[config.mk]
export PLATFORM = sky130hd
export DESIGN_NAME = bldc_six_step_hall_commutator_flat
export DESIGN_NICKNAME = d
export VERILOG_FILES = /design/src/hw/rtl/bsc_pkg.sv /design/src/hw/rtl/bsc_req_if.sv /design/src/hw/rtl/bsc_rsp_if.sv /design/src/hw/rtl/bsc_duty_target.sv /design/src/hw/rtl/bsc_slew_limit.sv /design/src/hw/rtl/bsc_drive_decode.sv /design/src/hw/rtl/bldc_six_step_hall_commutator.sv /design/src/flat_wrapper.sv
export SDC_FILE = /design/constraint.sdc
export NUM_CORES = 1
export LEC_CHECK = 0
export BUFFER_PORTS_ARGS = -buffer_cell sky130_fd_sc_hd__buf_2
export CAP_MARGIN = 20
export CELL_PAD_IN_SITES_DETAIL_PLACEMENT = 0
export CELL_PAD_IN_SITES_GLOBAL_PLACEMENT = 1
export CORE_MARGIN = 5
export CORE_UTILIZATION = 29
export DETAILED_ROUTE_END_ITERATION = 6
export PLACE_DENSITY_LB_ADDON = 0.1
export SYNTH_ARGS = -nofsm -noshare
export SYNTH_HDL_FRONTEND = slang
export SYNTH_SLANG_ARGS = --single-unit
export TNS_END_PERCENT = 10
[constraint.sdc]
create_clock -name clock -period 23 [get_ports clock]
set_clock_uncertainty 0.1 [all_clocks]
set_input_delay 4.6 -clock clock [delete_from_list [all_inputs] [get_ports clock]]
set_output_delay 4.6 -clock clock [all_outputs]
set_load 0.05 [all_outputs]
[src/hw/rtl/bsc_pkg.sv]
`timescale 1ns / 1ps
// ----------------------------------------------------------------------------
// bsc_pkg - shared definitions for the six-step hall commutator
// Widths, register codes, reset values, duty scaling constants, the hall
// to sector table and the structs passed between the commutator modules.
// ----------------------------------------------------------------------------
package bsc_pkg;

   // field widths
   localparam int THROTTLE_W  = 12;
   localparam int DUTY_W      = 13;
   localparam int SECTOR_W    = 3;
   localparam int HALL_W      = 3;
   localparam int CSR_INDEX_W = 3;
   localparam int CSR_DATA_W  = 13;

   // PWM timer and throttle scaling
   localparam int PWM_PERIOD          = 5000;
   localparam int THROTTLE_FULL_SCALE = 2300;
   localparam int DUTY_PERCENT        = 94;
   localparam int PERCENT_BASE        = 100;

   // register indexes on the csr port
   localparam logic [CSR_INDEX_W-1:0] CSR_DEADBAND      = 3'd0;
   localparam logic [CSR_INDEX_W-1:0] CSR_SLEW_STEP     = 3'd1;
   localparam logic [CSR_INDEX_W-1:0] CSR_DUTY_CEILING  = 3'd2;
   localparam logic [CSR_INDEX_W-1:0] CSR_MANUAL_SECTOR = 3'd3;

   // register and state reset values
   localparam logic [THROTTLE_W-1:0] DEADBAND_RST      = 12'd600;
   localparam logic [DUTY_W-1:0]     SLEW_STEP_RST     = 13'd20;
   localparam logic [DUTY_W-1:0]     DUTY_CEILING_RST  = 13'd4800;
   localparam logic [DUTY_W-1:0]     HELD_DUTY_RST     = 13'd500;

   // sector codes
   localparam logic [SECTOR_W-1:0] SECTOR_OFF       = 3'd0;
   localparam logic [SECTOR_W-1:0] SECTOR_A_HI_B_LO = 3'd1;
   localparam logic [SECTOR_W-1:0] SECTOR_A_HI_C_LO = 3'd2;
   localparam logic [SECTOR_W-1:0] SECTOR_B_HI_C_LO = 3'd3;
   localparam logic [SECTOR_W-1:0] SECTOR_B_HI_A_LO = 3'd4;
   localparam logic [SECTOR_W-1:0] SECTOR_C_HI_A_LO = 3'd5;
   localparam logic [SECTOR_W-1:0] SECTOR_C_HI_B_LO = 3'd6;
   localparam logic [SECTOR_W-1:0] SECTOR_FROM_HALL = 3'd7;
   localparam logic [SECTOR_W-1:0] MANUAL_SECTOR_RST = SECTOR_FROM_HALL;

   // hall code {u,v,w} to sector
   localparam logic [SECTOR_W-1:0] HALL_SECTOR_TABLE [0:7] = '{
      SECTOR_OFF,       SECTOR_A_HI_C_LO, SECTOR_B_HI_A_LO, SECTOR_B_HI_C_LO,
      SECTOR_C_HI_B_LO, SECTOR_A_HI_B_LO, SECTOR_C_HI_A_LO, SECTOR_OFF
   };

   // greatest common divisor by repeated subtraction, elaboration only
   function automatic longint unsigned gcd_const(input longint unsigned a,
                                                 input longint unsigned b);
      longint unsigned x;
      longint unsigned y;
      x = a;
      y = b;
      while (x != y) begin
         if (x > y) begin
            x = x - y;
         end else begin
            y = y - x;
         end
      end
      return x;
   endfunction

   // target = floor(t * NUM / DEN) done as (t * SCALE_MULT) >> SCALE_SHIFT;
   // the extra shift bit keeps the rounding error below 1/DEN for 12-bit t
   localparam longint unsigned DUTY_NUM   = longint'(PWM_PERIOD) * DUTY_PERCENT;
   localparam longint unsigned DUTY_DEN   = longint'(THROTTLE_FULL_SCALE) * PERCENT_BASE;
   localparam longint unsigned DUTY_GCD   = gcd_const(DUTY_NUM, DUTY_DEN);
   localparam longint unsigned SCALE_NUM  = DUTY_NUM / DUTY_GCD;
   localparam longint unsigned SCALE_DEN  = DUTY_DEN / DUTY_GCD;
   localparam int              SCALE_SHIFT = THROTTLE_W + $clog2(SCALE_DEN) + 1;
   localparam longint unsigned SCALE_MULT =
      ((SCALE_NUM << SCALE_SHIFT) + SCALE_DEN - 1) / SCALE_DEN;
   localparam int              SCALE_MULT_W = $clog2(SCALE_MULT + 1);
   localparam int              PRODUCT_W    = THROTTLE_W + SCALE_MULT_W;

   localparam logic [THROTTLE_W-1:0] FULL_SCALE_CODE = THROTTLE_W'(THROTTLE_FULL_SCALE);

   // item in the middle stage
   typedef struct packed {
      logic [DUTY_W-1:0]   target;
      logic [SECTOR_W-1:0] sector;
      logic                motor_disable;
   } mid_type;

   // gate drive pattern of one result item
   typedef struct packed {
      logic                high_pwm_a;
      logic                high_pwm_b;
      logic                high_pwm_c;
      logic                low_on_a;
      logic                low_on_b;
      logic                low_on_c;
      logic [SECTOR_W-1:0] sector_used;
      logic                sector_fault;
   } drive_type;

endpackage

[src/hw/rtl/bsc_req_if.sv]
`timescale 1ns / 1ps
// ----------------------------------------------------------------------------
// bsc_req_if - control tick channel
// Valid/ready channel carrying one throttle sample, hall levels and disable.
// ----------------------------------------------------------------------------
interface bsc_req_if;
   logic                          valid;
   logic                          ready;
   logic [bsc_pkg::THROTTLE_W-1:0] throttle;
   logic                          hall_u;
   logic                          hall_v;
   logic                          hall_w;
   logic                          motor_disable;

   modport source (
      output valid, throttle, hall_u, hall_v, hall_w, motor_disable,
      input  ready
   );
   modport sink (
      input  valid, throttle, hall_u, hall_v, hall_w, motor_disable,
      output ready
   );
endinterface

[src/hw/rtl/bsc_rsp_if.sv]
`timescale 1ns / 1ps
// ----------------------------------------------------------------------------
// bsc_rsp_if - gate drive result channel
// Valid/ready channel carrying duty, phase drive bits and sector status.
// ----------------------------------------------------------------------------
interface bsc_rsp_if;
   logic                          valid;
   logic                          ready;
   logic [bsc_pkg::DUTY_W-1:0]    duty;
   logic                          high_pwm_a;
   logic                          high_pwm_b;
   logic                          high_pwm_c;
   logic                          low_on_a;
   logic                          low_on_b;
   logic                          low_on_c;
   logic [bsc_pkg::SECTOR_W-1:0]  sector_used;
   logic                          sector_fault;

   modport source (
      output valid, duty, high_pwm_a, high_pwm_b, high_pwm_c,
             low_on_a, low_on_b, low_on_c, sector_used, sector_fault,
      input  ready
   );
   modport sink (
      input  valid, duty, high_pwm_a, high_pwm_b, high_pwm_c,
             low_on_a, low_on_b, low_on_c, sector_used, sector_fault,
      output ready
   );
endinterface

[src/hw/rtl/bsc_duty_target.sv]
`timescale 1ns / 1ps
// ----------------------------------------------------------------------------
// bsc_duty_target - throttle to target duty
// Deadband, full-scale clamp, constant reciprocal scaling and ceiling clamp.
// ----------------------------------------------------------------------------
module bsc_duty_target (
   input  logic [bsc_pkg::THROTTLE_W-1:0] throttle,
   input  logic [bsc_pkg::THROTTLE_W-1:0] deadband,
   input  logic [bsc_pkg::DUTY_W-1:0]     ceiling,
   output logic [bsc_pkg::DUTY_W-1:0]     target
);

   logic [bsc_pkg::THROTTLE_W-1:0] thr_gated;
   logic [bsc_pkg::THROTTLE_W-1:0] thr_clamped;
   logic [bsc_pkg::PRODUCT_W-1:0]  product;
   logic [bsc_pkg::PRODUCT_W-1:0]  quotient;
   logic [bsc_pkg::DUTY_W-1:0]     scaled;

   // deadband and full-scale clamp
   assign thr_gated   = (throttle < deadband) ? '0 : throttle;
   assign thr_clamped = (thr_gated > bsc_pkg::FULL_SCALE_CODE) ?
                        bsc_pkg::FULL_SCALE_CODE : thr_gated;

   // exact floor of the scaled value through a reciprocal multiply
   assign product  = bsc_pkg::PRODUCT_W'(thr_clamped) *
                     bsc_pkg::PRODUCT_W'(bsc_pkg::SCALE_MULT);
   assign quotient = product >> bsc_pkg::SCALE_SHIFT;
   assign scaled   = quotient[bsc_pkg::DUTY_W-1:0];

   // ceiling clamp
   assign target = (scaled > ceiling) ? ceiling : scaled;

endmodule

[src/hw/rtl/bsc_slew_limit.sv]
`timescale 1ns / 1ps
// ----------------------------------------------------------------------------
// bsc_slew_limit - duty slew limiter
// Moves the held duty toward the target by at most one step per item.
// ----------------------------------------------------------------------------
module bsc_slew_limit (
   input  logic [bsc_pkg::DUTY_W-1:0] held,
   input  logic [bsc_pkg::DUTY_W-1:0] target,
   input  logic [bsc_pkg::DUTY_W-1:0] step,
   output logic [bsc_pkg::DUTY_W-1:0] next_held
);

   logic [bsc_pkg::DUTY_W:0] held_up;
   logic [bsc_pkg::DUTY_W:0] target_up;

   // one extra bit so the sums never wrap
   assign held_up   = {1'b0, held} + {1'b0, step};
   assign target_up = {1'b0, target} + {1'b0, step};

   always_comb begin
      if ({1'b0, target} > held_up) begin
         next_held = held_up[bsc_pkg::DUTY_W-1:0];
      end else if (target_up < {1'b0, held}) begin
         next_held = held - step;
      end else begin
         next_held = target;
      end
   end

endmodule

[src/hw/rtl/bsc_drive_decode.sv]
`timescale 1ns / 1ps
// ----------------------------------------------------------------------------
// bsc_drive_decode - sector to gate drive pattern
// One PWM top, one bottom switch per valid sector, else fault; off if disabled.
// ----------------------------------------------------------------------------
module bsc_drive_decode (
   input  logic [bsc_pkg::SECTOR_W-1:0] sector,
   input  logic                         motor_disable,
   output bsc_pkg::drive_type           drive
);

   always_comb begin
      drive             = '0;
      drive.sector_used = sector;
      if (motor_disable) begin
         // everything off, sector reported as off, no fault
         drive.sector_used = bsc_pkg::SECTOR_OFF;
      end else begin
         case (sector)
            bsc_pkg::SECTOR_A_HI_B_LO: begin
               drive.high_pwm_a = 1'b1;
               drive.low_on_b   = 1'b1;
            end
            bsc_pkg::SECTOR_A_HI_C_LO: begin
               drive.high_pwm_a = 1'b1;
               drive.low_on_c   = 1'b1;
            end
            bsc_pkg::SECTOR_B_HI_C_LO: begin
               drive.high_pwm_b = 1'b1;
               drive.low_on_c   = 1'b1;
            end
            bsc_pkg::SECTOR_B_HI_A_LO: begin
               drive.high_pwm_b = 1'b1;
               drive.low_on_a   = 1'b1;
            end
            bsc_pkg::SECTOR_C_HI_A_LO: begin
               drive.high_pwm_c = 1'b1;
               drive.low_on_a   = 1'b1;
            end
            bsc_pkg::SECTOR_C_HI_B_LO: begin
               drive.high_pwm_c = 1'b1;
               drive.low_on_b   = 1'b1;
            end
            default: begin
               drive.sector_fault = 1'b1;
            end
         endcase
      end
   end

endmodule

[src/hw/rtl/bldc_six_step_hall_commutator.sv]
`timescale 1ns / 1ps
// ----------------------------------------------------------------------------
// bldc_six_step_hall_commutator - six-step hall BLDC commutator
// Turns control ticks into a slew-limited duty and a six-step drive pattern.
// ----------------------------------------------------------------------------
// Usage:
//   req_chan carries one control tick per item: throttle sample, hall levels
//   and motor_disable. rsp_chan returns exactly one item per tick with the
//   duty, the six gate drive bits, the sector applied and a fault flag. The
//   user writes csr port registers (csr_wr_en, csr_index, csr_wdata) only while
//   no item is in flight, not enforced by the block; unknown indexes ignored.
// Timing:
//   Three register stages: input, target/sector, result. An accepted tick
//   passes through them in that order and is then offered on rsp_chan.
//   One item per cycle is sustained while rsp_chan is ready; the held
//   duty, read and rewritten in the last stage in the same cycle, sets it.
// Reset (synchronous, active high):
//   Pipeline emptied, registers back to their defaults, held duty to 500.
// Stall:
//   Each stage moves on its own ready, so while rsp_chan is stalled the
//   empty stages ahead of it still take new items; the result is held.
// ----------------------------------------------------------------------------
module bldc_six_step_hall_commutator (
   input  logic                            clock,
   input  logic                            reset,
   bsc_req_if.sink                         req_chan,
   bsc_rsp_if.source                       rsp_chan,
   input  logic                            csr_wr_en,
   input  logic [bsc_pkg::CSR_INDEX_W-1:0] csr_index,
   input  logic [bsc_pkg::CSR_DATA_W-1:0]  csr_wdata
);

   // configuration registers
   logic [bsc_pkg::THROTTLE_W-1:0] deadband_ff, deadband_in;
   logic [bsc_pkg::DUTY_W-1:0]     slew_ff, slew_in;
   logic [bsc_pkg::DUTY_W-1:0]     ceiling_ff, ceiling_in;
   logic [bsc_pkg::SECTOR_W-1:0]   manual_ff, manual_in;

   // input stage
   logic                           in_valid_ff, in_valid_in;
   logic [bsc_pkg::THROTTLE_W-1:0] in_throttle_ff, in_throttle_in;
   logic [bsc_pkg::HALL_W-1:0]     in_hall_ff, in_hall_in;
   logic                           in_disable_ff, in_disable_in;

   // middle stage
   logic                           mid_valid_ff, mid_valid_in;
   bsc_pkg::mid_type               mid_ff, mid_in;

   // result stage and held duty
   logic                           out_valid_ff, out_valid_in;
   logic [bsc_pkg::DUTY_W-1:0]     out_duty_ff, out_duty_in;
   bsc_pkg::drive_type             out_drive_ff, out_drive_in;
   logic [bsc_pkg::DUTY_W-1:0]     held_ff, held_in;

   // handshake
   logic out_ready, mid_ready, in_ready;
   logic req_fire, in_move, mid_move;

   // datapath
   logic [bsc_pkg::DUTY_W-1:0]   target;
   logic [bsc_pkg::SECTOR_W-1:0] sector_sel;
   logic [bsc_pkg::DUTY_W-1:0]   slew_next;
   bsc_pkg::drive_type           drive;

   // stage readiness, each stage frees when it is empty or moving on
   assign out_ready      = !out_valid_ff || rsp_chan.ready;
   assign mid_ready      = !mid_valid_ff || out_ready;
   assign in_ready       = !in_valid_ff || mid_ready;
   assign req_chan.ready = in_ready;
   assign req_fire       = req_chan.valid && in_ready;
   assign in_move        = in_valid_ff && mid_ready;
   assign mid_move       = mid_valid_ff && out_ready;

   // configuration writes
   always_comb begin
      deadband_in = deadband_ff;
      slew_in     = slew_ff;
      ceiling_in  = ceiling_ff;
      manual_in   = manual_ff;
      if (csr_wr_en) begin
         case (csr_index)
            bsc_pkg::CSR_DEADBAND:      deadband_in = csr_wdata[bsc_pkg::THROTTLE_W-1:0];
            bsc_pkg::CSR_SLEW_STEP:     slew_in     = csr_wdata[bsc_pkg::DUTY_W-1:0];
            bsc_pkg::CSR_DUTY_CEILING:  ceiling_in  = csr_wdata[bsc_pkg::DUTY_W-1:0];
            bsc_pkg::CSR_MANUAL_SECTOR: manual_in   = csr_wdata[bsc_pkg::SECTOR_W-1:0];
            default: ;
         endcase
      end
   end

   // input stage capture
   always_comb begin
      in_valid_in    = in_ready ? req_chan.valid : in_valid_ff;
      in_throttle_in = in_throttle_ff;
      in_hall_in     = in_hall_ff;
      in_disable_in  = in_disable_ff;
      if (req_fire) begin
         in_throttle_in = req_chan.throttle;
         in_hall_in     = {req_chan.hall_u, req_chan.hall_v, req_chan.hall_w};
         in_disable_in  = req_chan.motor_disable;
      end
   end

   // target duty and sector selection
   bsc_duty_target u_duty_target (
      .throttle (in_throttle_ff),
      .deadband (deadband_ff),
      .ceiling  (ceiling_ff),
      .target   (target)
   );

   assign sector_sel = (manual_ff != bsc_pkg::SECTOR_FROM_HALL) ?
                       manual_ff : bsc_pkg::HALL_SECTOR_TABLE[in_hall_ff];

   always_comb begin
      mid_valid_in = mid_ready ? in_valid_ff : mid_valid_ff;
      mid_in       = mid_ff;
      if (in_move) begin
         mid_in.target        = target;
         mid_in.sector        = sector_sel;
         mid_in.motor_disable = in_disable_ff;
      end
   end

   // slew limit against the held duty and drive decode
   bsc_slew_limit u_slew_limit (
      .held      (held_ff),
      .target    (mid_ff.target),
      .step      (slew_ff),
      .next_held (slew_next)
   );

   bsc_drive_decode u_drive_decode (
      .sector        (mid_ff.sector),
      .motor_disable (mid_ff.motor_disable),
      .drive         (drive)
   );

   always_comb begin
      out_valid_in = out_ready ? mid_valid_ff : out_valid_ff;
      out_duty_in  = out_duty_ff;
      out_drive_in = out_drive_ff;
      held_in      = held_ff;
      if (mid_move) begin
         out_drive_in = drive;
         if (mid_ff.motor_disable) begin
            out_duty_in = held_ff;
         end else begin
            out_duty_in = slew_next;
            held_in     = slew_next;
         end
      end
   end

   // registers
   always_ff @(posedge clock) begin
      if (reset) begin
         deadband_ff  <= bsc_pkg::DEADBAND_RST;
         slew_ff      <= bsc_pkg::SLEW_STEP_RST;
         ceiling_ff   <= bsc_pkg::DUTY_CEILING_RST;
         manual_ff    <= bsc_pkg::MANUAL_SECTOR_RST;
         held_ff      <= bsc_pkg::HELD_DUTY_RST;
         in_valid_ff  <= 1'b0;
         mid_valid_ff <= 1'b0;
         out_valid_ff <= 1'b0;
      end else begin
         deadband_ff  <= deadband_in;
         slew_ff      <= slew_in;
         ceiling_ff   <= ceiling_in;
         manual_ff    <= manual_in;
         held_ff      <= held_in;
         in_valid_ff  <= in_valid_in;
         mid_valid_ff <= mid_valid_in;
         out_valid_ff <= out_valid_in;
      end
   end

   always_ff @(posedge clock) begin
      in_throttle_ff <= in_throttle_in;
      in_hall_ff     <= in_hall_in;
      in_disable_ff  <= in_disable_in;
      mid_ff         <= mid_in;
      out_duty_ff    <= out_duty_in;
      out_drive_ff   <= out_drive_in;
   end

   // result channel
   assign rsp_chan.valid        = out_valid_ff;
   assign rsp_chan.duty         = out_duty_ff;
   assign rsp_chan.high_pwm_a   = out_drive_ff.high_pwm_a;
   assign rsp_chan.high_pwm_b   = out_drive_ff.high_pwm_b;
   assign rsp_chan.high_pwm_c   = out_drive_ff.high_pwm_c;
   assign rsp_chan.low_on_a     = out_drive_ff.low_on_a;
   assign rsp_chan.low_on_b     = out_drive_ff.low_on_b;
   assign rsp_chan.low_on_c     = out_drive_ff.low_on_c;
   assign rsp_chan.sector_used  = out_drive_ff.sector_used;
   assign rsp_chan.sector_fault = out_drive_ff.sector_fault;

   // a faulted sector never drives a switch
   a_fault_drives_off: assert property (@(posedge clock) disable iff (reset)
      rsp_chan.valid && rsp_chan.sector_fault |->
         !(rsp_chan.high_pwm_a || rsp_chan.high_pwm_b || rsp_chan.high_pwm_c ||
           rsp_chan.low_on_a || rsp_chan.low_on_b || rsp_chan.low_on_c))
      else $error("drive active with sector fault");

   // at most one top and one bottom switch, never both on one phase
   a_drive_exclusive: assert property (@(posedge clock) disable iff (reset)
      rsp_chan.valid |->
         $onehot0({rsp_chan.high_pwm_a, rsp_chan.high_pwm_b, rsp_chan.high_pwm_c}) &&
         $onehot0({rsp_chan.low_on_a, rsp_chan.low_on_b, rsp_chan.low_on_c}) &&
         !(rsp_chan.high_pwm_a && rsp_chan.low_on_a) &&
         !(rsp_chan.high_pwm_b && rsp_chan.low_on_b) &&
         !(rsp_chan.high_pwm_c && rsp_chan.low_on_c))
      else $error("conflicting gate drives");

   // held duty moves by no more than one slew step per cycle
   a_slew_bounded: assert property (@(posedge clock) disable iff (reset)
      !$past(reset) |->
         ((held_ff >= $past(held_ff)) ? ((held_ff - $past(held_ff)) <= $past(slew_ff))
                                      : (($past(held_ff) - held_ff) <= $past(slew_ff))))
      else $error("held duty exceeded slew step");

   // an empty result register leaves the pipeline open to new items
   a_ready_when_drained: assert property (@(posedge clock) disable iff (reset)
      !rsp_chan.valid |-> req_chan.ready)
      else $error("input stalled with empty result stage");

endmodule
[src/flat_wrapper.sv]
// flat-port wrapper written by rule: the top's interface ports become plain ports
module bldc_six_step_hall_commutator_flat 
  (clock, reset, csr_wr_en, csr_index, csr_wdata, req_chan_valid, req_chan_throttle, req_chan_hall_u, req_chan_hall_v, req_chan_hall_w, req_chan_motor_disable, req_chan_ready, rsp_chan_valid, rsp_chan_duty, rsp_chan_high_pwm_a, rsp_chan_high_pwm_b, rsp_chan_high_pwm_c, rsp_chan_low_on_a, rsp_chan_low_on_b, rsp_chan_low_on_c, rsp_chan_sector_used, rsp_chan_sector_fault, rsp_chan_ready);
  bsc_req_if req_chan_i ();
  bsc_rsp_if rsp_chan_i ();
  input  logic clock;
  input  logic reset;
  input  logic csr_wr_en;
  input  logic [bsc_pkg::CSR_INDEX_W-1:0] csr_index;
  input  logic [bsc_pkg::CSR_DATA_W-1:0] csr_wdata;
  input wire logic [$bits(req_chan_i.valid)-1:0] req_chan_valid;
  input wire logic [$bits(req_chan_i.throttle)-1:0] req_chan_throttle;
  input wire logic [$bits(req_chan_i.hall_u)-1:0] req_chan_hall_u;
  input wire logic [$bits(req_chan_i.hall_v)-1:0] req_chan_hall_v;
  input wire logic [$bits(req_chan_i.hall_w)-1:0] req_chan_hall_w;
  input wire logic [$bits(req_chan_i.motor_disable)-1:0] req_chan_motor_disable;
  output wire logic [$bits(req_chan_i.ready)-1:0] req_chan_ready;
  output wire logic [$bits(rsp_chan_i.valid)-1:0] rsp_chan_valid;
  output wire logic [$bits(rsp_chan_i.duty)-1:0] rsp_chan_duty;
  output wire logic [$bits(rsp_chan_i.high_pwm_a)-1:0] rsp_chan_high_pwm_a;
  output wire logic [$bits(rsp_chan_i.high_pwm_b)-1:0] rsp_chan_high_pwm_b;
  output wire logic [$bits(rsp_chan_i.high_pwm_c)-1:0] rsp_chan_high_pwm_c;
  output wire logic [$bits(rsp_chan_i.low_on_a)-1:0] rsp_chan_low_on_a;
  output wire logic [$bits(rsp_chan_i.low_on_b)-1:0] rsp_chan_low_on_b;
  output wire logic [$bits(rsp_chan_i.low_on_c)-1:0] rsp_chan_low_on_c;
  output wire logic [$bits(rsp_chan_i.sector_used)-1:0] rsp_chan_sector_used;
  output wire logic [$bits(rsp_chan_i.sector_fault)-1:0] rsp_chan_sector_fault;
  input wire logic [$bits(rsp_chan_i.ready)-1:0] rsp_chan_ready;
  assign req_chan_i.valid = req_chan_valid;
  assign req_chan_i.throttle = req_chan_throttle;
  assign req_chan_i.hall_u = req_chan_hall_u;
  assign req_chan_i.hall_v = req_chan_hall_v;
  assign req_chan_i.hall_w = req_chan_hall_w;
  assign req_chan_i.motor_disable = req_chan_motor_disable;
  assign req_chan_ready = req_chan_i.ready;
  assign rsp_chan_valid = rsp_chan_i.valid;
  assign rsp_chan_duty = rsp_chan_i.duty;
  assign rsp_chan_high_pwm_a = rsp_chan_i.high_pwm_a;
  assign rsp_chan_high_pwm_b = rsp_chan_i.high_pwm_b;
  assign rsp_chan_high_pwm_c = rsp_chan_i.high_pwm_c;
  assign rsp_chan_low_on_a = rsp_chan_i.low_on_a;
  assign rsp_chan_low_on_b = rsp_chan_i.low_on_b;
  assign rsp_chan_low_on_c = rsp_chan_i.low_on_c;
  assign rsp_chan_sector_used = rsp_chan_i.sector_used;
  assign rsp_chan_sector_fault = rsp_chan_i.sector_fault;
  assign rsp_chan_i.ready = rsp_chan_ready;
  bldc_six_step_hall_commutator u_core (.clock(clock), .reset(reset), .req_chan(req_chan_i), .rsp_chan(rsp_chan_i), .csr_wr_en(csr_wr_en), .csr_index(csr_index), .csr_wdata(csr_wdata));
endmodule
After elaboration in Yosys (flattened, before gate mapping)
Memories as Yosys holds them, arrays and structs flattened.
Index checks and enable logic that the tools add are counted.
{"block": "classes", "mux": 16, "n_lt_le_gt_ge": 6, "n_reduce_logical": 21, "bitwise_logic": 1, "multipliers": 1, "add_sub_neg": 3, "eq_ne": 10}
{"cell": "13-bit 2-to-1 mux", "count": 4}
{"cell": "12-bit by 19-bit multiplier with 30-bit output, second input constant", "count": 1}
{"cell": "13-bit by 13-bit adder with 14-bit output", "count": 2}
{"cell": "12-bit 2-to-1 mux", "count": 2}
{"cell": "13-bit by 14-bit greater-than comparator with 1-bit output", "count": 1}
{"cell": "14-bit by 13-bit less-than comparator with 1-bit output", "count": 1}
{"cell": "13-bit greater-than comparator", "count": 1}
{"cell": "13-bit subtractor", "count": 1}
{"cell": "3-bit by 2-bit == test with 1-bit output, second input constant", "count": 4}
{"cell": "12-bit greater-than comparator, second input constant", "count": 1}
{"cell": "12-bit less-than comparator", "count": 1}
{"cell": "2-bit OR reduction", "count": 6}
{"cell": "3-bit == test, second input constant", "count": 3}
{"cell": "3-bit 2-to-1 mux", "count": 3}
{"cell": "2-bit AND reduction", "count": 4}
{"cell": "1-bit 2-to-1 mux", "count": 7}
{"cell": "3-bit by 1-bit == test with 1-bit output, second input constant", "count": 2}
{"cell": "6-bit OR reduction", "count": 1}
{"cell": "4-bit greater-or-equal comparator, second input constant", "count": 1}
{"cell": "3-bit NOT with 4-bit output", "count": 1}
{"cell": "1-bit logical AND", "count": 3}
{"cell": "1-bit zero test", "count": 3}
{"cell": "3-bit zero test", "count": 1}
{"cell": "1-bit logical OR", "count": 3}
{"cell": "3-bit != test, second input constant", "count": 1}
{"block": "totals", "mem_count": 1, "output_inout_bits": 25, "mem_bits_ro": 24, "word_cells": 82, "regBits": 113, "inputBits": 37}
{"memory": "(name not given)", "depth": 8, "width": 3, "rd": 1, "rd_ports_with_merged_regs": 0, "write_ports": 0, "line_no": "bldc_six_step_hall_commutator.sv:113", "source": "manual_ff : bsc_pkg::HALL_SECTOR_TABLE[in_hall_ff];"}

Logic depth before layout (Yosys ltp)
Gate-level depths: netlist of run 1.
{"block": "depth", "word_depth": 7, "depth_mapped": 36}

Cells and area by module
A second synthesis of run 1 with hierarchy kept.
{"block": "hier_totals", "cells_unflattened": 1137, "hier_area_um2": 10458.8}
{"module": "bldc_six_step_hall_commutator", "area_per_inst_um2": 4071.4, "seq_area_each_um2": 2822.7, "instances": 1, "cells_each": 337}
{"module": "bsc_duty_target", "area_per_inst_um2": 3434.5, "seq_area_each_um2": 0.0, "instances": 1, "cells_each": 400}
{"module": "bsc_slew_limit", "area_per_inst_um2": 2846.5, "seq_area_each_um2": 0.0, "instances": 1, "cells_each": 383}
{"module": "bsc_drive_decode", "area_per_inst_um2": 106.4, "seq_area_each_um2": 0.0, "instances": 1, "cells_each": 17}

Least setup slack after synthesis of run 1
Ideal clock, no wire load.
{"block": "synth_timing", "kind": "input to output", "from": "in rsp_chan_ready", "to": "out req_chan_ready", "slack_ns": 13.012, "path_stages": 2, "path_buffers": 0, "arrival_time_ns": 5.288, "required_time_ns": 18.300, "cell_sequence": "nor2b_1 > nand3_1"}
{"block": "synth_between", "elab_chain_cells": 3}
{"item": "start, declared", "line_no": "flat_wrapper.sv:28", "source": "input wire logic [$bits(rsp_chan_i.ready)-1:0] rsp_chan_ready;"}
{"item": "1-bit logical OR", "line_no": "bldc_six_step_hall_commutator.sv:66", "source": "assign out_ready = !out_valid_ff || rsp_chan.ready;"}
{"item": "1-bit logical OR", "line_no": "bldc_six_step_hall_commutator.sv:67", "source": "assign mid_ready = !mid_valid_ff || out_ready;"}
{"item": "1-bit logical OR", "line_no": "bldc_six_step_hall_commutator.sv:68", "source": "assign in_ready = !in_valid_ff || mid_ready;"}
{"item": "end, declared", "line_no": "flat_wrapper.sv:17", "source": "output wire logic [$bits(req_chan_i.ready)-1:0] req_chan_ready;"}
Every way passes these cells.

Final worst setup path of run 1
Ends and elaborated chain as after synthesis.

==> flow_summary.ini, run 1 <==
[run_status]
outcome = finished, final reports clean

[route]
route.detailed.drc = 0
drt_iter0_markers = 281
route.vias.total = 7620
detail_route.wl_per_cell_um = 17.8
drtPass1Iterations = 4
detail_route.vias_per_cell = 4.75
drt.antenna.violating_nets = 0
finalWirelength_mm = 28.5

[worst_setup_path]
cp.arrival_ps = 5410
worst-setup-path-type = in -> out
setup.worst_path.end_class = output port
crit_path_start_kind = primary input
worst-endpoint-required_ps = 18300
critical_path_peak_fanout = 6

[placed_design]
post-dp-hpwl_mm = 23.1
port_buffers = 61
dp_slack_ps = 12910
finalWeightedCongestion = 0.789
place.detailed.instances = 1571

[timing]
relSlewSlack = 0.387
layout_min_cycle_time_ps = 10110
slew_viol_final = 0
fin_crit_sh = 0.439
setup_violations = 0
rsz0062_at_grt = no
timing.final.ws_setup_ps = 12890
fmax_mhz = 98.9
timing_hold_violations_final = 0
worst_pin_slew_ps = 914
final.setup.tns_ps = 0

[finish]
seq_area_um2 = 2820
layout_common_cells = sky130_fd_sc_hd__ha_1, sky130_fd_sc_hd__inv_1, sky130_fd_sc_hd__nand2_1
final_util = 0.337
insertedDiodeCount = 0
flow.area_growth_from_synthesis_pct = 14.2
nets = 1389
multi_input_area_um2 = 6410
layoutNonFillerInstCount = 1604
post_route_cells_drive_above_1_share = 0.114
layout.filler_cells = 3525
layout.cells.most_common = sky130_fd_sc_hd__ha_1

[power_and_ir_drop]
fin_total_pwr_uw = 1080
switching_power_uw = 433
clock_power_share = 0.261
sequential_share_of_power = 0.238
vdd.ir_drop.worst_mv = 0.0588
p_leak_uw = 0.00512
internal_power_uw = 648
switching_share = 0.401
p_comb_frac = 0.501
power_density_nw_per_um2 = 95.4

[clock_tree]
insertion_delay_ps = 430
cts.root.buffer_cell = sky130_fd_sc_hd__clkbuf_16
cts_buffers = 17
postCtsSetupRepairBufs = 0
clk_pin_slew_worst_paths_ps = 50
htree_num_levels = 4
tritoncts_clock_tree = yes
numClockSinks = 113
ctsResizeCount = 0
hold_buffers = 0
max-clock-path-buffers = 2

[global_routing]
via_count_of_the_first_global_routing_pass = 7966
grt_pass1_wl_mm = 45.7
global_route.usage.total = 0.152
globalRoute.totalOverflow = 0
initial_antenna_violation_count = 0
grt_start_max_net_pins = 41

[die]
coreArea_um2 = 33600
floorplan.initialDensity = 0.295
floorplan.die_area_um2 = 38000
die_height_um = 195
floorplan.io_pins = 62
row_count = 67
chipWidth_um = 195

[synthesis]
synth.yosys.warnings = 0
synthDominantCellAreaShare = 0.220
synth.cell_area_um2 = 9920
synth.ff_latch_count = 113
largest_area_contributor_in_the_netlist = sky130_fd_sc_hd__ha_1
netlist-cell-type-count = 73
synth.area.top_cells = sky130_fd_sc_hd__ha_1, sky130_fd_sc_hd__edfxtp_1, sky130_fd_sc_hd__dfxtp_1, sky130_fd_sc_hd__fa_1, sky130_fd_sc_hd__inv_1
avgSynthCellArea_um2 = 9.09
synth-edff-count = 56
synth_cells = 1091
synth_sequential_area_ratio = 0.285
ys.flop_type = sky130_fd_sc_hd__dfxtp_1
synthArstFlopShare = 0
syn_nets = 1337

[job]
drv.max_cap_violation_count = 0

[hold_path]
hp-class = reg -> reg
## Yosys cell counts, types with 6 or more instances
cell                       number
sky130_fd_sc_hd__ha_1         174
sky130_fd_sc_hd__inv_1        145
sky130_fd_sc_hd__nand2_1      116
sky130_fd_sc_hd__a21oi_1       83
sky130_fd_sc_hd__dfxtp_1       57
sky130_fd_sc_hd__edfxtp_1      56
sky130_fd_sc_hd__nor2_1        54
sky130_fd_sc_hd__fa_1          35
sky130_fd_sc_hd__clkbuf_1      26
sky130_fd_sc_hd__o21ai_0       22
sky130_fd_sc_hd__nor3_1        21
sky130_fd_sc_hd__xnor2_1       21
sky130_fd_sc_hd__nand3_1       18
sky130_fd_sc_hd__a21o_1        17
sky130_fd_sc_hd__o211ai_1      17
sky130_fd_sc_hd__nor2b_1       16
sky130_fd_sc_hd__o21ai_1       14
sky130_fd_sc_hd__o21a_1        12
sky130_fd_sc_hd__xor2_1        12
sky130_fd_sc_hd__mux2_2        11
sky130_fd_sc_hd__nand2b_1      11
sky130_fd_sc_hd__a31oi_1        9
sky130_fd_sc_hd__o22ai_1        9
sky130_fd_sc_hd__a221oi_1       8
sky130_fd_sc_hd__nand3b_1       7
sky130_fd_sc_hd__nand4_1        7
sky130_fd_sc_hd__or3_1          7
sky130_fd_sc_hd__a211oi_1       6
sky130_fd_sc_hd__and2_1         6
sky130_fd_sc_hd__and3_1         6
sky130_fd_sc_hd__buf_2          6
sky130_fd_sc_hd__mux2i_1        6
## state kept, by name, indices dropped and copies added (netlist names), 12 cells and up
signal / flops
u_core.in_throttle_ff: 12
u_core.rsp_chan.duty: 13
u_core.slew_ff: 13
u_core.deadband_ff: 12
u_core.ceiling_ff: 13
u_core.held_ff: 13
u_core.mid_ff: 17
## stage by stage
step                hold WS (ps)  cell area [um2]
finish                       321            11300
global route                 331            11300
CTS                          320            11300
detailed placement           312            10700
global placement             303            10700
floorplan                    300             9920
## layer usage
metal,global-route usage,routed length (um),vias up,share of wire
li1,-,-,3954,-
met1,0.202,13600,3567,0.48
met2,0.262,14000,88,0.49
met3,0.0225,572,11,0.020
met4,0.0318,289,0,0.010
met5,0,0,-,0
## cells by family (layout without fill, tap and decap cells)
logic type      Yosys count  after routing  share of synthesized area
simple gates            291            291                      0.142
compound gates          246            246                      0.165
fa+ha+maj               209            209                      0.290
buf+inv                 182            247                     0.0700
flops                   113            113                      0.285
xor+xnor                 33             33                     0.0291
mux                      17             17                     0.0185
## power by group through the flow
stage / registers (uW) / clock network [uW] / logic (uW)
after floorplan: 257 / 0 / 404
after detailed placement: 262 / 0 / 551
after CTS: 258 / 290 / 558
after global placement: 262 / 0 / 553
after global routing: 260 / 301 / 635
final: 257 / 282 / 541
## worst paths after layout
| check | cells past startpoint | to | start | slack, ps |
|---|---|---|---|---|
| min reg2reg | 0 | u_core.mid_ff[0] | u_core.in_disable_ff | 320 |
| max reg2reg | 29 | u_core.mid_ff[14] | u_core.in_throttle_ff[1] | 14250 |
| max | 4 | req_chan_ready | rsp_chan_ready | 12890 |
| min | 0 | u_core.mid_ff[0] | u_core.in_disable_ff | 320 |
## critical path, cell delays in order
cell and delay (ps):
sky130_fd_sc_hd__buf_2 90, sky130_fd_sc_hd__nor2b_1 330, sky130_fd_sc_hd__nand3_1 150, sky130_fd_sc_hd__buf_2 230
## area by class of cell
| type | instances | area share |
|---|---|---|
| clock buffers | 21 | 0.0415 |
| clock inverters | 11 | 0.0134 |
| inverters | 147 | 0.0487 |
| multi-input cells | 796 | 0.566 |
| flip-flops and latches | 113 | 0.249 |
| well taps | 448 | 0.0495 |
| repair buffers | 68 | 0.0319 |
Power figures use the tool's default switching activity.
==> run 2, diff against run 1 <==
Settings changed: ABC_AREA set to 1.
Clock period 23 ns to 9.6 ns, I/O delays scaled along.
==> flow_summary.ini, run 2 <==
[run_status]
outcome = finished, final reports clean

[timing]
timing.final.ws_setup_ps = 1370
relSlewSlack = 0.499
slew_viol_final = 0
worst_pin_slew_ps = 751
final.setup.tns_ps = 0
fmax_mhz = 121
whs_ps = 323
layout_min_cycle_time_ps = 8230
timing_hold_violations_final = 0
setup_violations = 0
rsz0062_at_grt = no
fin_crit_sh = 0.858

[job]
drv.max_cap_violation_count = 0

[synthesis]
synthDominantCellAreaShare = 0.206
synthTopCellsByCount = sky130_fd_sc_hd__nand2_1, sky130_fd_sc_hd__inv_1, sky130_fd_sc_hd__ha_1
synth.area.top_cells = sky130_fd_sc_hd__ha_1, sky130_fd_sc_hd__edfxtp_1, sky130_fd_sc_hd__dfxtp_1, sky130_fd_sc_hd__nand2_1, sky130_fd_sc_hd__inv_1
netlist-cell-type-count = 46
synth.yosys.warnings = 0
synth_cells = 1367
ys.flop_type = sky130_fd_sc_hd__dfxtp_1
synth_sequential_area_ratio = 0.268
synth.cell_area_um2 = 10500
synthArstFlopShare = 0
syn_nets = 1613
synth-edff-count = 56
largest_area_contributor_in_the_netlist = sky130_fd_sc_hd__ha_1
avgSynthCellArea_um2 = 7.71
most_used_standard_cell_by_instance_count_after_synthesis = sky130_fd_sc_hd__nand2_1
synth.ff_latch_count = 113

[die]
floorplan.die_area_um2 = 40300
coreArea_um2 = 35700
chipWidth_um = 201
die_height_um = 201
floorplan.io_pins = 62
row_count = 69
floorplan.initialDensity = 0.295

[clock_tree]
tritoncts_clock_tree = yes
cts_buffers = 17
hold_buffers = 0
postCtsSetupRepairBufs = 0
cts.root.buffer_cell = sky130_fd_sc_hd__clkbuf_16
max-clock-path-buffers = 2
numClockSinks = 113
ctsResizeCount = 0
insertion_delay_ps = 420
clk_pin_slew_worst_paths_ps = 60
htree_num_levels = 4

[placed_design]
port_buffers = 61
finalWeightedCongestion = 0.832
post-dp-hpwl_mm = 28.0
dp_slack_ps = 1340
place.detailed.instances = 1861

[finish]
insertedDiodeCount = 0
layout_common_cells = sky130_fd_sc_hd__nand2_1, sky130_fd_sc_hd__inv_1, sky130_fd_sc_hd__ha_1
flow.area_growth_from_synthesis_pct = 12.2
layoutNonFillerInstCount = 1894
top_register = u_core.mid_ff
layout.cells.most_common = sky130_fd_sc_hd__nand2_1
nets = 1666
post_route_cells_drive_above_1_share = 0.0844
max_reg_flops = 17
layout.filler_cells = 3937

[route]
drt.antenna.violating_nets = 0
route.vias.total = 8876
route.detailed.drc = 0
detail_route.wl_per_cell_um = 17.5
drtPass1Iterations = 5
finalWirelength_mm = 33.2
drt_iter0_markers = 470
detail_route.vias_per_cell = 4.69

[power_and_ir_drop]
power_density_nw_per_um2 = 243
p_leak_uw = 0.00606
vdd.ir_drop.worst_mv = 0.124

[worst_setup_path]
cp_slowest_cell = sky130_fd_sc_hd__nor2_1
crit_path_start_kind = register
worst-endpoint-required_ps = 9700
max_stage_delay_ps = 530
worst-setup-path-type = reg -> reg
reg2reg_depth = 40
setup.worst_path.end_class = register
r2r-end = u_core.mid_ff[10]
timing.rr.start = u_core.in_throttle_ff[11]
critical_path_peak_fanout = 21
cell_seen_most_often_among_critical_path_stages = sky130_fd_sc_hd__nand2_1
cp.arrival_ps = 8330
ff2ff_setup_slack_ps = 1370

[global_routing]
grt_use_met1 = 0.231
grt.busiest_layer = met2
via_count_of_the_first_global_routing_pass = 9029
grt.met3_usage = 0.0221
grt_start_max_net_pins = 40
grt_pass1_wl_mm = 52.3
global_route.usage.total = 0.165
globalRoute.totalOverflow = 0
grt.met2_usage = 0.271
initial_antenna_violation_count = 0

[hold_path]
hold_path_depth = 0
hp-class = reg -> reg
hold_sp = u_core.in_disable_ff
min_to = u_core.mid_ff[0]
[run 2: cell types whose count changed after synthesis, sizes merged, moves of 17 or more]
cell	previous run	this run
nand2	117	301
inv	146	238
nand3	19	82
o21ai	38	82
a21oi	84	108
nor2	55	78
xor2	12	31
xnor2	21	4
[run 2: kinds of logic after synthesis]
| group | synth area share |
|---|---|
| AOI/OAI and AO/OA | 0.120 |
| xor gates and xnor gates | 0.0291 |
| adders and majority gates | 0.273 |
| buffers and inverters | 0.101 |
| DFF | 0.268 |
| and+or+nand+nor | 0.209 |
[run 2: how the worst max path moves through the flow]
stage / to / depth (start not counted) / startpoint / slack [ps]
2_1_floorplan: u_core.mid_ff[14] / 43 / u_core.in_throttle_ff[9] / 2780
3_3_place_gp: u_core.mid_ff[10] / 41 / u_core.in_throttle_ff[10] / 1340
3_5_place_dp: u_core.mid_ff[13] / 36 / u_core.in_throttle_ff[11] / 1340
4_1_cts: u_core.mid_ff[13] / 36 / u_core.in_throttle_ff[11] / 1280
5_1_grt: u_core.mid_ff[10] / 40 / u_core.in_throttle_ff[10] / 490
6_report: u_core.mid_ff[10] / 40 / u_core.in_throttle_ff[11] / 1370
[run 2: critical path, delay by kind of cell (launching register included)]
| kind | cells | cell delay, ps |
|---|---|---|
| AO/OA/AOI/OAI | 4 | 880 |
| adder cells (fa/ha/maj) | 8 | 2980 |
| flip-flops | 1 | 410 |
| AND/OR/NAND/NOR | 25 | 3440 |
| buffers and inverters | 3 | 170 |
[run 2: final cells by class]
class	count	area (um2)	area share
clock buffers	18	429	0.0363
flip-flops and latches	113	2820	0.239
multi-input cells	986	6650	0.562
repair buffers	64	348	0.0294
inverters	238	896	0.0757
well taps	461	577	0.0488
clock inverters	14	105	0.00888
[run 2: metal layers]
metal  up-vias  part of all wire
met5         -                 0
met4         0             0.019
met3        33             0.028
met2       155              0.46
met1      4094              0.49
li1       4594                 -
[run 2: where the power goes]
part / switching, uW / internal (uW)
Sequential: 43.6 / 572
Combinational: 1050 / 612
Clock: 260 / 334
[run 2: metrics by stage]
stage / power [uW] / utilization / instance area [um2]
2_1_floorplan: 1830 / - / 10500
4_1_cts: 2910 / 0.330 / 11800
3_5_place_dp: 2290 / 0.315 / 11300
6_report: 2870 / 0.331 / 11800
3_3_place_gp: 2320 / 0.315 / 11300
5_1_grt: 3200 / 0.331 / 11800
==> run 3, diff against run 2 <==
Settings changed: ABC_AREA 1 to not set, CELL_PAD_IN_SITES_GLOBAL_PLACEMENT 1 to 2.
Clock period 9.6 ns to 10.1 ns, I/O delays scaled along.
==> flow_summary.ini, run 3 (synthesis gave the netlist of run 1 again) <==
[power_and_ir_drop]
power_density_nw_per_um2 = 215
vdd.ir_drop.worst_mv = 0.159
p_leak_uw = 0.00511

[worst_setup_path]
cell_seen_most_often_among_critical_path_stages = sky130_fd_sc_hd__ha_1
cp_slowest_cell = sky130_fd_sc_hd__o31a_1
worst-endpoint-required_ps = 10150
max_stage_delay_ps = 600
crit_path_leading_delay_family = compound AO/OA/AOI/OAI gates
worstPathBufferInverterCount = 2
cp.arrival_ps = 8710
setup.worst_path.end_class = register
worst-setup-path-type = reg -> reg
critical_path_peak_fanout = 14
crit_path_start_kind = register

[global_routing]
grt_pass1_wl_mm = 46.9
initial_antenna_violation_count = 0
via_count_of_the_first_global_routing_pass = 8149
globalRoute.totalOverflow = 0
grt_start_max_net_pins = 38
global_route.usage.total = 0.158

[route]
drt.antenna.violating_nets = 0
drt_iter0_markers = 286
drtPass1Iterations = 4
detail_route.vias_per_cell = 4.76
route.vias.total = 7628
detail_route.wl_per_cell_um = 18.5
route.detailed.drc = 0
finalWirelength_mm = 29.7

[finish]
layout.cells.most_common = sky130_fd_sc_hd__ha_1
post_route_cells_drive_above_1_share = 0.110
multi_input_area_um2 = 6400
top_register = u_core.mid_ff
layout.filler_cells = 3546
nets = 1389
seq_area_um2 = 2820
max_reg_flops = 17
layout_common_cells = sky130_fd_sc_hd__ha_1, sky130_fd_sc_hd__inv_1, sky130_fd_sc_hd__nand2_1
flow.area_growth_from_synthesis_pct = 13.7
insertedDiodeCount = 0
final_util = 0.335

[timing]
fmax_mhz = 116
setup_violations = 0
fin_crit_sh = 0.857
rsz0062_at_grt = no
relSlewSlack = 0.310
slew_viol_final = 0
layout_min_cycle_time_ps = 8650
timing_hold_violations_final = 0
worst_pin_slew_ps = 1030
final.setup.tns_ps = 0

[clock_tree]
insertion_delay_ps = 410
tritoncts_clock_tree = yes
htree_num_levels = 4
max-clock-path-buffers = 2
cts.root.buffer_cell = sky130_fd_sc_hd__clkbuf_16
ctsResizeCount = 0
hold_buffers = 0
postCtsSetupRepairBufs = 0
numClockSinks = 113
cts_buffers = 17
clk_pin_slew_worst_paths_ps = 60

[job]
drv.max_cap_violation_count = 0

[hold_path]
hp-class = reg -> reg

[die]
floorplan.initialDensity = 0.295
chipWidth_um = 195
die_height_um = 195
floorplan.die_area_um2 = 38000
coreArea_um2 = 33600
row_count = 67
floorplan.io_pins = 62

[run_status]
outcome = finished, final reports clean

[placed_design]
port_buffers = 61
post-dp-hpwl_mm = 24.1
finalWeightedCongestion = 0.788
-- run 3: stage by stage --
step           worst slack (ps)  cell area (um2)  hold slack [ps]  total power (uW)  cells
6_report                   1450            11300              342              2420   1604
5_1_grt                     872            11300              364              2670   1604
4_1_cts                    1420            11300              349              2480   1604
3_5_place_dp               1460            10700              333              1860   1572
3_3_place_gp               1520            10700              329              1870   1572
2_1_floorplan              2390             9920              300              1510   1091
-- run 3: final timing paths --
check / slack (ps) / to / startpoint / depth (start not counted)
hold reg to reg: 340 / u_core.mid_ff[0] / u_core.in_disable_ff / 0
setup reg to reg: 1450 / u_core.mid_ff[6] / u_core.in_throttle_ff[1] / 29
hold / removal: 340 / u_core.mid_ff[0] / u_core.in_disable_ff / 0
setup / recovery: 1450 / u_core.mid_ff[6] / u_core.in_throttle_ff[1] / 29
-- run 3: area by class of cell --
type	instances	area share
well taps	448	0.0497
clock inverters	5	0.00455
clock buffers	27	0.0466
flip-flops and latches	113	0.250
inverters	147	0.0489
multi-input cells	796	0.568
repair buffers	68	0.0317
-- run 3: per-layer routing --
layer  global-route usage  up-vias  part of all wire
li1                     -     3933                 -
met1                0.203     3598              0.47
met2                0.281       77              0.50
met3               0.0232       20             0.020
met4               0.0328        0             0.012
met5                    0        -                 0
-- run 3: where the power goes --
part / switching, uW / internal, uW / leakage [uW]
clock network: 218 / 380 / 0.000286
logic: 711 / 526 / 0.00383
registers: 44.8 / 543 / 0.000994
total: 973 / 1450 / 0.00511
-- run 3: worst reg2reg max path, delay by kind of cell (launching register included) --
kind / cells / cell delay (ps)
and+or+nand+nor: 4 / 910
AOI/OAI and AO/OA: 13 / 3120
adders and majority gates: 8 / 3070
DFF: 1 / 410
buffers and inverters: 2 / 120
muxes: 2 / 690
